`src/design/psd_pkg.sv`:
```
`timescale 1ns / 1ps
// ----------------------------------------------------------------------------
// psd_pkg
// Shared widths, region codes and inter-stage types for the point to
// segment distance pipeline.
// ----------------------------------------------------------------------------
package psd_pkg;

   localparam int COORD_BITS = 16;             // input coordinate, signed
   localparam int DIFF_BITS  = COORD_BITS + 1; // coordinate difference
   localparam int PROD_BITS  = 2 * DIFF_BITS;  // signed product of two diffs
   localparam int SUM_BITS   = PROD_BITS + 2;  // sum of three products
   localparam int MAG_BITS   = PROD_BITS;      // cross component magnitude
   localparam int HALF_BITS  = MAG_BITS / 2;   // split for squaring
   localparam int DEN_BITS   = SUM_BITS;       // squared segment length
   localparam int NUM_BITS   = 2 * MAG_BITS + 2;
   localparam int DIST_BITS  = 17;
   localparam int QUOT_BITS  = 2 * DIST_BITS;  // quotient bits kept

   typedef enum logic [1:0] {
      REGION_ENDPOINT = 2'd0,
      REGION_START    = 2'd1,
      REGION_END      = 2'd2,
      REGION_INTERIOR = 2'd3
   } region_type;

   typedef logic signed [COORD_BITS-1:0] coord_type;

   // geometry front end result
   typedef struct packed {
      region_type                  region;
      logic [DEN_BITS-1:0]         den;
      logic [SUM_BITS-1:0]         norm;
      logic [2:0][MAG_BITS-1:0]    mag;
   } geom_type;

   // squared distance as a ratio
   typedef struct packed {
      region_type          region;
      logic [NUM_BITS-1:0] num;
      logic [DEN_BITS-1:0] den;
   } ratio_type;

endpackage

```
`src/design/psd_sqrt.sv`:
```
`timescale 1ns / 1ps
// ----------------------------------------------------------------------------
// psd_sqrt
// Pipelined floor square root, one result bit per stage by trial squaring.
// ----------------------------------------------------------------------------
module psd_sqrt (
   input  logic                           clock,
   input  logic                           reset,
   input  logic                           in_valid,
   input  logic [psd_pkg::QUOT_BITS-1:0]  in_value,
   input  psd_pkg::region_type            in_region,
   output logic                           out_valid,
   output logic [psd_pkg::DIST_BITS-1:0]  out_root,
   output psd_pkg::region_type            out_region
);
   import psd_pkg::*;

   logic [QUOT_BITS-1:0] val_ff  [DIST_BITS];
   logic [DIST_BITS-1:0] root_ff [DIST_BITS];
   region_type           reg_ff  [DIST_BITS];
   logic [DIST_BITS-1:0] valid_ff;

   for (genvar i = 0; i < DIST_BITS; i++) begin : g_bit
      localparam int B = DIST_BITS - 1 - i;
      logic [QUOT_BITS-1:0] val_prev;
      logic [DIST_BITS-1:0] root_prev, trial, root_in;
      region_type           reg_prev;

      // first stage takes the divider output
      if (i == 0) begin : g_first
         assign val_prev  = in_value;
         assign root_prev = '0;
         assign reg_prev  = in_region;
      end else begin : g_next
         assign val_prev  = val_ff[i-1];
         assign root_prev = root_ff[i-1];
         assign reg_prev  = reg_ff[i-1];
      end

      always_comb begin
         trial   = root_prev | (DIST_BITS'(1) << B);
         root_in = root_prev;
         if (QUOT_BITS'(trial) * QUOT_BITS'(trial) <= val_prev) root_in = trial;
      end

      always_ff @(posedge clock) begin
         val_ff[i]  <= val_prev;
         root_ff[i] <= root_in;
         reg_ff[i]  <= reg_prev;
      end
   end

   always_ff @(posedge clock) begin
      if (reset) begin
         valid_ff <= '0;
      end else begin
         valid_ff <= {valid_ff[DIST_BITS-2:0], in_valid};
      end
   end

   assign out_valid  = valid_ff[DIST_BITS-1];
   assign out_root   = root_ff[DIST_BITS-1];
   assign out_region = reg_ff[DIST_BITS-1];

endmodule

```
`config.mk`:
```
export PLATFORM = sky130hd
export DESIGN_NAME = psd_sqrt
export DESIGN_NICKNAME = d
export VERILOG_FILES = /design/src/design/psd_pkg.sv /design/src/design/psd_sqrt.sv
export SDC_FILE = /design/constraint.sdc
export NUM_CORES = 2
export LEC_CHECK = 0
export CORE_ASPECT_RATIO = 0.5
export CORE_MARGIN = 2
export CORE_UTILIZATION = 60
export DETAILED_ROUTE_END_ITERATION = 6
export DONT_BUFFER_PORTS = 1
export PLACE_DENSITY = 0.76
export SETUP_SLACK_MARGIN = 0.2
export SYNTH_ARGS = -nofsm -noshare
export SYNTH_HDL_FRONTEND = slang
export SYNTH_SLANG_ARGS = --single-unit
```
`constraint.sdc`:
```
create_clock -name clock -period 16 [get_ports clock]
set_clock_uncertainty 0.15 [all_clocks]
set_input_delay 1.6 -clock clock [delete_from_list [all_inputs] [get_ports clock]]
set_output_delay 1.6 -clock clock [all_outputs]
set_load 0.01 [all_outputs]
```
==> flow_summary.json <==
{
  "viasPerCell": 5.339,
  "worst_hold_path_type": "reg2reg",
  "yosys_warnings": 0,
  "crit_slowest_cell": "dfxtp_1",
  "die_h_um": 249.2,
  "drive_above_1_share": 0.02931,
  "critPathMaxStageDelay_ps": 790,
  "netlist_area_um2": 72170,
  "core-area_um2": 118600,
  "place_congestion": 0.9160,
  "grt_pass1_wl_um": 255800,
  "fillers": 9288,
  "ys_seq_area_frac": 0.2075,
  "start_util": 0.6085,
  "cts_root_buf": "clkbuf_16",
  "clockBufferDepth": 3,
  "worst_pin_slew_ps": 1100,
  "path_class": "reg2reg",
  "yosys.area.top_type": "fa_1",
  "overflow": 0,
  "slew_viol_final": 0,
  "die_w_um": 494.5,
  "drtIter0Drc": 2641,
  "hold_viol": 0,
  "areaGrowthSynthToFinish_pct": 5.936,
  "cp_max_fo": 15,
  "grt_pass1_vias": 50340,
  "synth_seq_cells": 748,
  "grt_antenna_before_repair": 1,
  "grt_max_degree": 21,
  "vias": 47480,
  "critPathArrivalTime_ps": 8680,
  "cts.sink_count": 748,
  "cts_max_level": 3,
  "synth_ff_type": "dfxtp_1",
  "syn_nets": 9550,
  "n_antenna_cell": 0,
  "setup.worst_path.start_class": "flip-flop",
  "regArea_um2": 14970,
  "synth_edf_count": 0,
  "end_kind": "flip-flop",
  "layout_min_cycle_time_ps": 8240,
  "dp_hpwl_um": 123400,
  "final_antenna_net_count": 0,
  "clock_latency_ps": 680,
  "ios": 59,
  "die-area_um2": 123200,
  "drc": 0,
  "cts_buffers": 72,
  "wirelength_um": 151400,
  "path_clk_slew_ps": 70,
  "wl_per_cell_um": 17.02,
  "multi_input_area_um2": 50440,
  "fin_setup_tns_ps": 0,
  "track_usage": 0.2574,
  "cts_hold_buf": 0,
  "tritoncts": "yes",
  "relSlewSlack": 0.2655,
  "netlist-cell-type-count": 83,
  "status": "finished clean",
  "num_rows": 89,
  "ctsResizeCount": 0,
  "maxCapViolations": 0,
  "cp.required_ps": 16440,
  "fin_nets": 9533,
  "dr.pass1.iters": 6,
  "fin_crit_sh": 0.5150,
  "synth_top_area_share": 0.2755,
  "cts_setup_buffers": 0,
  "synthCells": 7259,
  "fmaxAchievable_ghz": 0.1214,
  "synth_area_per_cell_um2": 9.942,
  "setup_viol": 0,
  "synthTopCellsByArea": "fa_1, ha_1, dfxtp_1",
  "path_common_cell": "inv_1",
  "synthArstFlopShare": 0,
  "io_buffers": 0,
  "rsz0062_at_grt": "no"
}
[per-stage QoR]
| stage | utilization | instances | setup WS [ps] | hold slack [ps] | area [um^2] |
|---|---|---|---|---|---|
| after floorplan | - | 7259 | 8834 | 159.6 | 72170 |
| after global placement | 0.6231 | 8760 | 7962 | 160.8 | 73890 |
| after detailed placement | 0.6231 | 8760 | 7839 | 162.1 | 73890 |
| after CTS | 0.6447 | 8893 | 7785 | 157.6 | 76450 |
| after global routing | 0.6447 | 8893 | 7261 | 175.9 | 76450 |
| final | 0.6447 | 8893 | 7760 | 158.3 | 76450 |
[layout by cell type (no fill, tap or decap), drive strengths merged, types with 20 or more instances in the layout]
master and instances:
nor2 278, a21o 186, dfxtp 748, buf 20, inv 1698, clkinv 27
nand2 382, a21oi 215, ha 1259, nor4 51, nor2b 66, nand3 53
xor2 62, o21a 22, clkbuf 84, nand4 84, o21bai 25, o21ai 131
a31oi 21, nor3 42, nand2b 35, fa 993, or2 33, xnor2 246
and2 290
[layer usage]
layer / global-route usage / vias to the layer above / share of wire
li1: - / 22860 / -
met3: 0.03898 / 239 / 0.055
met1: 0.3571 / 23310 / 0.45
met2: 0.4216 / 1067 / 0.47
met5: 0 / - / 0
met4: 0.06667 / 0 / 0.025
[final cells by class]
type                       instances  share of cell area
clock buffer                      84             0.02481
clock inverter                    49            0.008690
inverter                        1687             0.08283
multi-input combinational       4713              0.6598
sequential                       748              0.1959
tap                             1592             0.02605
timing repair buffer              20            0.001964
[critical path, delay by kind of cell, from the launching register on]
kind            cells  cell delay [ps]
fa+ha+maj           8             3460
compound gates     12             2490
xor+xnor            1              150
simple gates        2              420
flops               1              790
buf+inv             7              680
[sequential cells by signal (all words and copies together) (netlist names)]
register  flops
val_ff      544
reg_ff       34
valid_ff     17
root_ff     153
[cells in the mapped netlist (15+ instances only)]
master	number
xor2_1	62
nor4_1	51
or2_2	33
and3_1	19
clkbuf_1	105
fa_1	993
nor3_1	42
nor2_1	278
and2_1	288
o21bai_1	25
nor2b_1	66
a21oi_1	213
nand2_1	382
mux2_2	15
o21ai_0	122
inv_1	1683
nand4_1	84
a21o_1	186
a31oi_1	19
xnor2_1	246
a211oi_1	19
nand2b_1	35
nand3_1	53
dfxtp_1	748
o211ai_1	19
o21a_1	22
ha_1	1259
[cells by family (layout without fill, tap and decap cells)]
logic type | Yosys count | after routing | share of synthesized area
adder cells (fa/ha/maj) | 2252 | 2252 | 0.4937
buffers and inverters | 1798 | 1840 | 0.09355
AND/OR/NAND/NOR | 1396 | 1396 | 0.09801
flip-flops | 748 | 748 | 0.2075
AO/OA/AOI/OAI | 734 | 734 | 0.06640
XOR/XNOR | 308 | 308 | 0.03738
multiplexers | 23 | 23 | 0.003450
[path summary, 6_finish.rpt]
| kind | depth (start not counted) | startpoint | endpoint | slack (ps) |
|---|---|---|---|---|
| setup reg to reg | 30 | root_ff[0][259] | root_ff[0][272] | 7760 |
| hold / removal | 0 | reg_ff[0][31] | reg_ff[0][33] | 160 |
| hold reg to reg | 0 | reg_ff[0][31] | reg_ff[0][33] | 160 |
| setup / recovery | 30 | root_ff[0][259] | root_ff[0][272] | 7760 |
Power is left out: the tool's default activity adds up to more than one toggle a clock period on the data nets, which glitch-free logic cannot reach.
